`config.mk`:
```
export PLATFORM = sky130hd
export DESIGN_NAME = phpc_queue
export DESIGN_NICKNAME = d
export VERILOG_FILES = /design/src/hw/rtl/phpc_pkg.sv /design/src/hw/rtl/phpc_queue.sv
export SDC_FILE = /design/constraint.sdc
export NUM_CORES = 1
export LEC_CHECK = 0
export ABC_AREA = 1
export CORE_ASPECT_RATIO = 1.5
export CORE_MARGIN = 2
export CORE_UTILIZATION = 24
export CTS_BUF_LIST = sky130_fd_sc_hd__clkbuf_8
export DETAILED_ROUTE_END_ITERATION = 8
export DONT_BUFFER_PORTS = 1
export GPL_TIMING_DRIVEN = 1
export PLACE_DENSITY_LB_ADDON = 0.25
export SYNTH_ARGS = -nofsm -noshare
export SYNTH_HDL_FRONTEND = slang
export SYNTH_SLANG_ARGS = --single-unit
```
`constraint.sdc`:
```
create_clock -name clock -period 12.1 [get_ports clock]
set_input_delay 0.605 -clock clock [delete_from_list [all_inputs] [get_ports clock]]
set_output_delay 0.605 -clock clock [all_outputs]
set_load 0.01 [all_outputs]
```
`src/hw/rtl/phpc_pkg.sv`:
```
// shared types and constants for the half-plane polygon clipper
package phpc_pkg;

   localparam int MAX_VERTICES     = 1024;
   localparam int COUNT_CAP        = (2 * MAX_VERTICES > 4095) ? 4095 : 2 * MAX_VERTICES;
   localparam int MIN_RESULT_VERTS = 3;
   localparam int CNT_W            = 12;
   localparam int DIV_STEPS        = 52;
   localparam int DIV_CNT_W        = 6;

   localparam logic [2:0] CSR_CUT_START_X = 3'd0;
   localparam logic [2:0] CSR_CUT_START_Y = 3'd1;
   localparam logic [2:0] CSR_CUT_END_X   = 3'd2;
   localparam logic [2:0] CSR_CUT_END_Y   = 3'd3;
   localparam logic [2:0] CSR_KEEP_LEFT   = 3'd4;
   localparam logic [2:0] CSR_TOLERANCE   = 3'd5;

   typedef struct packed {
      logic signed [15:0] cut_start_x;
      logic signed [15:0] cut_start_y;
      logic signed [15:0] cut_end_x;
      logic signed [15:0] cut_end_y;
      logic               keep_left;
      logic [19:0]        tolerance;
   } cfg_type;

   typedef struct packed {
      logic               req_type;
      logic signed [15:0] cx;
      logic signed [15:0] cy;
      logic signed [15:0] px;
      logic signed [15:0] py;
      logic               isect;
      logic               cin;
      logic               last;
   } item_type;

   typedef struct packed {
      logic signed [15:0] out_x;
      logic signed [15:0] out_y;
      logic               is_end_marker;
      logic [CNT_W-1:0]   vertex_count;
      logic               too_few;
      logic               end_of_run;
   } rsp_type;

endpackage

```
`src/hw/rtl/phpc_queue.sv`:
```
// two-entry queue of classified requests between front and back
module phpc_queue (
   input  logic               clock,
   input  logic               reset,
   input  logic               push,
   input  phpc_pkg::item_type push_item,
   output logic               full,
   input  logic               pop,
   output phpc_pkg::item_type pop_item,
   output logic               empty
);

   phpc_pkg::item_type mem_ff [2];
   logic       wptr_ff, rptr_ff;
   logic [1:0] cnt_ff;

   assign full     = (cnt_ff == 2'd2);
   assign empty    = (cnt_ff == 2'd0);
   assign pop_item = mem_ff[rptr_ff];

   always_ff @(posedge clock) begin
      if (reset) begin
         wptr_ff <= 1'b0;
         rptr_ff <= 1'b0;
         cnt_ff  <= '0;
      end else begin
         if (push && !full) wptr_ff <= !wptr_ff;
         if (pop && !empty) rptr_ff <= !rptr_ff;
         cnt_ff <= cnt_ff + {1'b0, push && !full} - {1'b0, pop && !empty};
      end
   end

   always_ff @(posedge clock) begin
      if (push && !full) mem_ff[wptr_ff] <= push_item;
   end

endmodule

```
==> impl_metrics.tcl <==
set metrics [dict create \
    outcome "finished, final reports clean" \
    fmax_mhz 382 \
    ant_nets 0 \
    synthDistinctLibCells 13 \
    gr-total-overflow 0 \
    period_share 0.216 \
    synth_compound_area_frac 0.00191 \
    drc 0 \
    port-buffer-count 0 \
    crit_buf_inv 0 \
    switchingPower_uw 349 \
    dp_worst_setup_slack_ps 9840 \
    critPathTopFamily "flip-flops" \
    area_delta_synth_final_pct 13.6 \
    arrival_ps 2010 \
    drv_slew 0 \
    netlist_area_um2 5250 \
    cts_buffer_depth 2 \
    finalClockSkew_ps 10.2 \
    cts_root_buf "clkbuf_8" \
    synth_top_cell_area_share 0.778 \
    antenna_found_initial 2 \
    die_height_um 185 \
    post-route-min-period_ps 2610 \
    cts_setup_buffers 0 \
    synth.area.mux_share 0.160 \
    switching_share 0.271 \
    nFillCells 2164 \
    syn_area_per_cell_um2 20.9 \
    clk_latency_ps 450 \
    numCtsBuffers 17 \
    post-synth-top-count-cell "edfxtp_1" \
    pwr_density_cell_nw_per_um2 216 \
    clkPwrFrac 0.309 \
    cp-end-kind "output pin" \
    hpwl_mm 6.00 \
    critPathRequiredTime_ps 11490 \
    yosys.area_share.simple 0.0150 \
    clk_pin_slew_ps 80 \
    final_layout_size_suffix_gt1_frac 0.361 \
    p_seq_frac 0.519 \
    startpoint_type "flip-flop" \
    synth_top_cells_by_area "edfxtp_1 (78%), mux2_2 (10%), mux2_4 (5.7%)" \
    design_area_um2 5960 \
    cp_max_fo 68 \
    rsz0062_at_grt "false" \
    setup_violations 0 \
    crit_slowest_cell "dfxtp_4" \
    yosys.area_share.xor_xnor 0 \
    die_area_um2 23100 \
    htreeDepth 4 \
    vias_per_cell 3.99 \
    synth_top_family_by_area "multiplexers" \
    cap_violations 0 \
    ys_seq_area_frac 0.797 \
    yosys_warnings 0 \
    hp-class "input port to flip-flop" \
    grt_first_pass_wirelength_mm 14.6 \
    synth-edff-count 136 \
    cts_resized 0 \
    gp_congestion 0.682 \
    cts_sinks 141 \
    finalNetCount 338 \
    yosysTopAreaCell "edfxtp_1" \
    synth_seq_cells 141 \
    tightest_slew_ps 1060 \
    critical-path-max-stage-delay_ps 1060 \
    hold_buffers 0 \
    cp_cell_sequence "mux2_2" \
    total_power_uw 1290 \
    grt_max_degree 69 \
    synthFlopType "edfxtp_1" \
    critPathKind "flip-flop to output pin" \
    vias 2198 \
    drt_iter0_drc 131 \
    final.setup.worst_slack_ps 9490 \
    ir_drop_mv 0.105 \
    hold_viol 0 \
    syn_nets 325 \
    synth_cells 251 \
    cts_tree "done" \
    p_comb_frac 0.173 \
    wl_per_cell_um 17.9 \
    grt_pass1_vias 2512 \
    grt_use_total 0.0892 \
    initial_core_util 0.244 \
    p_int_uw 939 \
    setup_tns_ps 0 \
    io_pins 142 \
    ys_top_cells_by_count "edfxtp_1 (136), mux2_2 (48), mux2_4 (20)" \
    wl_mm 9.87 \
    cellLeakagePower_uw 0.00196 \
    core_area_um2 21600 \
    drtPass1Iterations 4 \
    die_x_um 125 \
    rows 66 \
    relSlewSlack 0.291 \
    synthArstFlopShare 0 \
    utilization 0.277 \
    dpl_cell_area_um2 5540 \
    synthAdderAreaFrac 0.00477 \
]
power by group through the flow:
stage               logic (µW)  registers (µW)  clock network [µW]
floorplan                  221             647                   0
global placement           228             680                   0
detailed placement         231             683                   0
CTS                        231             672                 417
global route               242             680                 439
finish                     222             668                 397
per-stage QoR:
| step | std cells | hold slack, ps |
|---|---|---|
| floorplan | 251 | 467 |
| global placement | 517 | 502 |
| detailed placement | 517 | 502 |
| CTS | 549 | 181 |
| global route | 549 | 163 |
| finish | 551 | 225 |
area by class of cell:
type / instances / area [µm²] / area share
Antenna cell: 2 / 5.00 / 0.000839
Clock buffer: 17 / 234 / 0.0392
Clock inverter: 15 / 179 / 0.0300
Inverter: 10 / 38.8 / 0.00651
Multi-Input combinational cell: 92 / 962 / 0.161
Sequential cell: 141 / 4190 / 0.702
Tap cell: 272 / 340 / 0.0571
Timing Repair Buffer: 2 / 15.0 / 0.00252
registers in the layout (all words and copies together) (netlist names), named ones only:
register	count
mem_ff	136
cnt_ff	2
rptr_ff	1
wptr_ff	1
layer usage:
metal  up-vias  track usage  share of wire  wire length [µm]
met5         -            0         0.0013                13
met4         2       0.0472          0.019               189
met3        12       0.0546          0.094               927
met2        94        0.159           0.56              5490
met1      1100       0.0771           0.33              3250
li1        990            -              -                 -
kinds of logic after synthesis:
group	Yosys count
flip-flops	141
buffers and inverters	18
AO/OA/AOI/OAI	2
adder cells (fa/ha/maj)	2
AND/OR/NAND/NOR	20
multiplexers	68
path summary, 6_finish.rpt:
kind | from | endpoint | slack, ps | cells after the start
setup reg to reg | cnt_ff[0] | mem_ff[1][25] | 10000 | 5
setup / recovery | flip-flop | pop_item[27] | 9490 | 1
hold / removal | reset | cnt_ff[0] | 230 | 1
hold reg to reg | rptr_ff | rptr_ff | 520 | 2
placed cells by master, fill, tap and decap left out, types with 8 or more instances in the layout:
cell	Yosys	routed
inv_1	10	10
clkbuf_8	0	17
mux2_2	48	48
edfxtp_1	136	136
nor2_1	9	8
nand2_1	8	8
mux2_4	20	20
Power figures use the tool's default switching activity.
