[config.mk]
export PLATFORM = sky130hd
export DESIGN_NAME = phpc_front
export DESIGN_NICKNAME = d
export VERILOG_FILES = /design/src/hw/rtl/phpc_pkg.sv /design/src/hw/rtl/phpc_front.sv
export SDC_FILE = /design/constraint.sdc
export NUM_CORES = 2
export LEC_CHECK = 0
export BUFFER_PORTS_ARGS = -buffer_cell sky130_fd_sc_hd__buf_2
export CAP_MARGIN = 20
export CELL_PAD_IN_SITES_DETAIL_PLACEMENT = 0
export CELL_PAD_IN_SITES_GLOBAL_PLACEMENT = 1
export CORE_MARGIN = 5
export CORE_UTILIZATION = 40
export CTS_CLUSTER_DIAMETER = 30
export CTS_CLUSTER_SIZE = 10
export DETAILED_ROUTE_END_ITERATION = 6
export PLACE_DENSITY = 0.69
export SYNTH_ARGS = -nofsm -noshare
export SYNTH_HDL_FRONTEND = slang
export SYNTH_SLANG_ARGS = --single-unit
[constraint.sdc]
create_clock -name clock -period 30.5 [get_ports clock]
set_clock_uncertainty 0.15 [all_clocks]
set_input_delay 6.1 -clock clock [delete_from_list [all_inputs] [get_ports clock]]
set_output_delay 6.1 -clock clock [all_outputs]
set_load 0.01 [all_outputs]
[src/hw/rtl/phpc_pkg.sv]
// shared types and constants for the half-plane polygon clipper
package phpc_pkg;

   localparam int MAX_VERTICES     = 1024;
   localparam int COUNT_CAP        = (2 * MAX_VERTICES > 4095) ? 4095 : 2 * MAX_VERTICES;
   localparam int MIN_RESULT_VERTS = 3;
   localparam int CNT_W            = 12;
   localparam int DIV_STEPS        = 52;
   localparam int DIV_CNT_W        = 6;

   localparam logic [2:0] CSR_CUT_START_X = 3'd0;
   localparam logic [2:0] CSR_CUT_START_Y = 3'd1;
   localparam logic [2:0] CSR_CUT_END_X   = 3'd2;
   localparam logic [2:0] CSR_CUT_END_Y   = 3'd3;
   localparam logic [2:0] CSR_KEEP_LEFT   = 3'd4;
   localparam logic [2:0] CSR_TOLERANCE   = 3'd5;

   typedef struct packed {
      logic signed [15:0] cut_start_x;
      logic signed [15:0] cut_start_y;
      logic signed [15:0] cut_end_x;
      logic signed [15:0] cut_end_y;
      logic               keep_left;
      logic [19:0]        tolerance;
   } cfg_type;

   typedef struct packed {
      logic               req_type;
      logic signed [15:0] cx;
      logic signed [15:0] cy;
      logic signed [15:0] px;
      logic signed [15:0] py;
      logic               isect;
      logic               cin;
      logic               last;
   } item_type;

   typedef struct packed {
      logic signed [15:0] out_x;
      logic signed [15:0] out_y;
      logic               is_end_marker;
      logic [CNT_W-1:0]   vertex_count;
      logic               too_few;
      logic               end_of_run;
   } rsp_type;

endpackage

[src/hw/rtl/phpc_front.sv]
// front end: side test of each request against the cutter line and classification
module phpc_front (
   input  logic               clock,
   input  logic               reset,
   input  phpc_pkg::cfg_type  cfg,
   input  logic               push,
   output logic               full,
   input  logic               req_type,
   input  logic signed [15:0] vert_x,
   input  logic signed [15:0] vert_y,
   input  logic               last_vertex,
   output logic               q_push,
   input  logic               q_full,
   output phpc_pkg::item_type q_item
);

   typedef enum logic [2:0] {
      F_IDLE = 3'b001,
      F_MUL  = 3'b010,
      F_CLS  = 3'b100
   } fstate_type;

   fstate_type state_ff, state_in;

   logic               rt_ff, last_ff;
   logic signed [15:0] cx_ff, cy_ff;
   logic signed [33:0] p1_ff, p2_ff;
   logic signed [15:0] prev_x_ff, prev_y_ff;
   logic signed [34:0] prev_side_ff;

   logic signed [16:0] dx, dy, qx, qy;
   logic signed [34:0] cs;
   logic               pin, cin;

   function automatic logic inside_f(input logic signed [34:0] sd, input logic kl,
                                     input logic [19:0] tol);
      logic signed [35:0] s;
      s = $signed({sd[34], sd}) + $signed({16'b0, tol});
      if (kl) inside_f = !s[35];
      else inside_f = (sd <= $signed({15'b0, tol}));
   endfunction

   assign dx = $signed({cfg.cut_end_x[15], cfg.cut_end_x})
             - $signed({cfg.cut_start_x[15], cfg.cut_start_x});
   assign dy = $signed({cfg.cut_end_y[15], cfg.cut_end_y})
             - $signed({cfg.cut_start_y[15], cfg.cut_start_y});
   assign qx = $signed({cx_ff[15], cx_ff}) - $signed({cfg.cut_start_x[15], cfg.cut_start_x});
   assign qy = $signed({cy_ff[15], cy_ff}) - $signed({cfg.cut_start_y[15], cfg.cut_start_y});
   assign cs = $signed({p1_ff[33], p1_ff}) - $signed({p2_ff[33], p2_ff});
   assign pin = inside_f(prev_side_ff, cfg.keep_left, cfg.tolerance);
   assign cin = inside_f(cs, cfg.keep_left, cfg.tolerance);

   assign full   = (state_ff != F_IDLE);
   assign q_push = (state_ff == F_CLS) && !q_full;

   always_comb begin
      q_item.req_type = rt_ff;
      q_item.cx       = cx_ff;
      q_item.cy       = cy_ff;
      q_item.px       = prev_x_ff;
      q_item.py       = prev_y_ff;
      q_item.isect    = (cin != pin);
      q_item.cin      = cin;
      q_item.last     = last_ff & rt_ff;
   end

   always_comb begin
      state_in = state_ff;
      case (state_ff)
         F_IDLE: if (push) state_in = F_MUL;
         F_MUL: state_in = F_CLS;
         F_CLS: if (!q_full) state_in = F_IDLE;
         default: state_in = F_IDLE;
      endcase
   end

   always_ff @(posedge clock) begin
      if (reset) begin
         state_ff     <= F_IDLE;
         prev_x_ff    <= '0;
         prev_y_ff    <= '0;
         prev_side_ff <= '0;
      end else begin
         state_ff <= state_in;
         if (q_push) begin
            prev_x_ff    <= cx_ff;
            prev_y_ff    <= cy_ff;
            prev_side_ff <= cs;
         end
      end
   end

   always_ff @(posedge clock) begin
      if (state_ff == F_IDLE && push) begin
         rt_ff   <= req_type;
         last_ff <= last_vertex;
         cx_ff   <= vert_x;
         cy_ff   <= vert_y;
      end
      if (state_ff == F_MUL) begin
         p1_ff <= dx * qy;
         p2_ff <= dy * qx;
      end
   end

endmodule

==> results.sh <==
export IMPL_use_met2=0.382
export IMPL_fin_hold_ws_ns=0.285
export IMPL_slew_headroom=0.217
export IMPL_end_kind="register"
export IMPL_yosys_area_top_type="fa_1"
export IMPL_area_delta_synth_final_pct=9.07
export IMPL_io_pins=193
export IMPL_min_period_ns=15.79
export IMPL_drtAntennaViolNets=0
export IMPL_dp_final_hpwl_microns=86900
export IMPL_final_setup_viol_count=0
export IMPL_r2r_end="p1_ff[30]"
export IMPL_firstDrtPassIters=6
export IMPL_place_port_buffers=192
export IMPL_cts_buffers=17
export IMPL_busiest_layer="met2"
export IMPL_syn_area_sq_mm=0.0334
export IMPL_dr_total_vias=25600
export IMPL_hold_path_cell_count=1
export IMPL_grt_setup_unrepaired="no"
export IMPL_finalSetupTns_ns=0
export IMPL_critical_path_class="input pin to register"
export IMPL_synthCells=3760
export IMPL_clock_latency_ns=0.49
export IMPL_cp_start_kind="input pin"
export IMPL_worst_pin_slew_ns=1.17
export IMPL_synth_ff_type="edfxtp_1"
export IMPL_n_fill_cell=8355
export IMPL_hold_buffers=0
export IMPL_worstHoldStart="state_ff[0]"
export IMPL_synth_edf_count=102
export IMPL_final_hold_violation_count=0
export IMPL_drc=0
export IMPL_holdPathEnd="state_ff[2]"
export IMPL_die_x_microns=299
export IMPL_routedWlPerCell_microns=20.3
export IMPL_synth_seq_cells=172
export IMPL_via_per_inst=5.09
export IMPL_fin_nets=5009
export IMPL_timing_rr_start="cy_ff[2]"
export IMPL_die_y_microns=299
export IMPL_slowest_delay_ns=0.79
export IMPL_yosys_warnings=0
export IMPL_worst_ep_required_time_ns=30.60
export IMPL_post_cts_resized=0
export IMPL_grt_max_degree=69
export IMPL_crit_slowest_cell="a21boi_1"
export IMPL_setup_ws_ns=14.71
export IMPL_ys_seq_area_frac=0.134
export IMPL_drt_iter0_drc=1552
export IMPL_status="finished clean"
export IMPL_maxCapViolCount=0
export IMPL_wirelength_microns=102000
export IMPL_yosys_area_top_type_share=0.358
export IMPL_fmax_mhz=63.3
export IMPL_grt_pass1_vias=26400
export IMPL_finalCritPeriodShare=0.518
export IMPL_grt_overflow_total=0
export IMPL_cts_sinks=172
export IMPL_cp_max_fo=18
export IMPL_ctsLongestPathBuffers=2
export IMPL_avgSynthCellArea_sq_um=8.89
export IMPL_cts_tree="yes"
export IMPL_gp_congestion=0.924
export IMPL_antenna_found_initial=5
export IMPL_coreArea_sq_mm=0.0833
export IMPL_clk_pin_slew_ns=0.08
export IMPL_root_buffer="clkbuf_16"
export IMPL_synth_area_leaders="fa_1 36%, ha_1 13%, edfxtp_1 9.2%"
export IMPL_postCtsSetupBuffers=0
export IMPL_start_util=0.401
export IMPL_syn_num_nets=4829
export IMPL_reg2regPathDepth=33
export IMPL_netlist_cell_type_count=76
export IMPL_die_area_sq_mm=0.0895
export IMPL_grt_pass1_wl_microns=159000
export IMPL_rrSetupSlack_ns=19.93
export IMPL_grtUsageTotal=0.232
export IMPL_met1_usage=0.321
export IMPL_hp_class="register to register"
export IMPL_rows=106
export IMPL_synth_async_reset_ratio=0
export IMPL_drive_gt1_frac=0.0853
export IMPL_dp_slack_ns=13.84
export IMPL_cp_data_arrival_time_ns=15.89
export IMPL_met3_usage=0.0410
export IMPL_cp_common_cell="fa_1"
export IMPL_drv_slew=0
export IMPL_cts_max_level=4
## cells in the final DEF (no fill, tap or decap), types with 32 or more instances in the layout
master / n
nand2b_1: 37
nor3_1: 49
dfxtp_1: 70
ha_1: 349
inv_1: 782
and2_1: 32
edfxtp_1: 102
a21oi_1: 185
buf_4: 69
fa_1: 597
a21o_1: 53
xor2_1: 39
buf_2: 191
nor2b_1: 52
nand3_1: 32
o21ai_0: 75
xnor2_1: 122
nand2_1: 465
nor2_1: 368
## worst max path at each step
stage                 start   endpoint  slack (ns)  depth (start not counted)
floorplan           cfg[17]  q_item[2]       15.81                         11
global placement    cfg[53]  p1_ff[30]       13.91                         34
detailed placement  cfg[53]  p1_ff[30]       13.84                         33
CTS                 cfg[53]  p1_ff[30]       14.38                         33
global route        cfg[53]  p2_ff[31]       14.11                         37
finish              cfg[53]  p1_ff[30]       14.71                         35
## area by class of cell
class / instances / area, sq um / area share
Timing Repair Buffer: 260 / 1470 / 0.0404
Inverter: 784 / 2940 / 0.0807
Tap cell: 1080 / 1350 / 0.0371
Clock buffer: 22 / 464 / 0.0127
Clock inverter: 10 / 105 / 0.00288
Antenna cell: 1 / 2.50 / 0.0000686
Multi-Input combinational cell: 2705 / 25700 / 0.704
Sequential cell: 172 / 4460 / 0.122
## layer usage
layer | routed length (microns) | vias up
li1 | - | 12000
met1 | 45600 | 12800
met4 | 2540 | 2
met3 | 6300 | 97
met5 | 13 | -
met2 | 47800 | 717
## stage by stage
stage	cell area (sq um)	cells	util
2_1_floorplan	33400	3760	-
3_3_place_gp	35900	4999	0.431
3_5_place_dp	35900	4999	0.431
6_report	36500	5034	0.438
4_1_cts	36400	5031	0.438
5_1_grt	36500	5033	0.438
## synthesized netlist by cell type, types with 52 or more instances
cell and instances:
a21o_1 53, a21oi_1 185, clkbuf_1 85, dfxtp_1 70
edfxtp_1 102, fa_1 597, ha_1 349, inv_1 783
nand2_1 465, nor2_1 370, nor2b_1 52, o21ai_0 75
xnor2_1 123
## critical path: cells and delay by family
| kind | cells | cell delay [ns] |
|---|---|---|
| AO/OA/AOI/OAI | 15 | 4.45 |
| XOR/XNOR | 1 | 0.08 |
| adder cells (fa/ha/maj) | 9 | 4.11 |
| buffers and inverters | 5 | 0.58 |
| AND/OR/NAND/NOR | 5 | 0.51 |
## sequential cells by signal (all words and copies together), names as in the netlist
register	flops
prev_y_ff	16
prev_side_ff	35
state_ff	3
p1_ff	34
last_ff	1
cy_ff	16
cx_ff	16
prev_x_ff	16
rt_ff	1
p2_ff	34
## logic make-up (layout without fill, tap and decap cells)
logic type | Yosys count | in the layout | share of synthesized area
mux | 5 | 5 | 0.00150
flops | 172 | 172 | 0.134
compound gates | 476 | 476 | 0.0906
buf+inv | 883 | 1076 | 0.0999
xor+xnor | 162 | 162 | 0.0424
simple gates | 1116 | 1116 | 0.144
other cells | 0 | 1 | 0
fa+ha+maj | 946 | 946 | 0.488
Power is left out: the tool's default activity adds up to more than one toggle a clock period on the data nets, which glitch-free logic cannot reach.
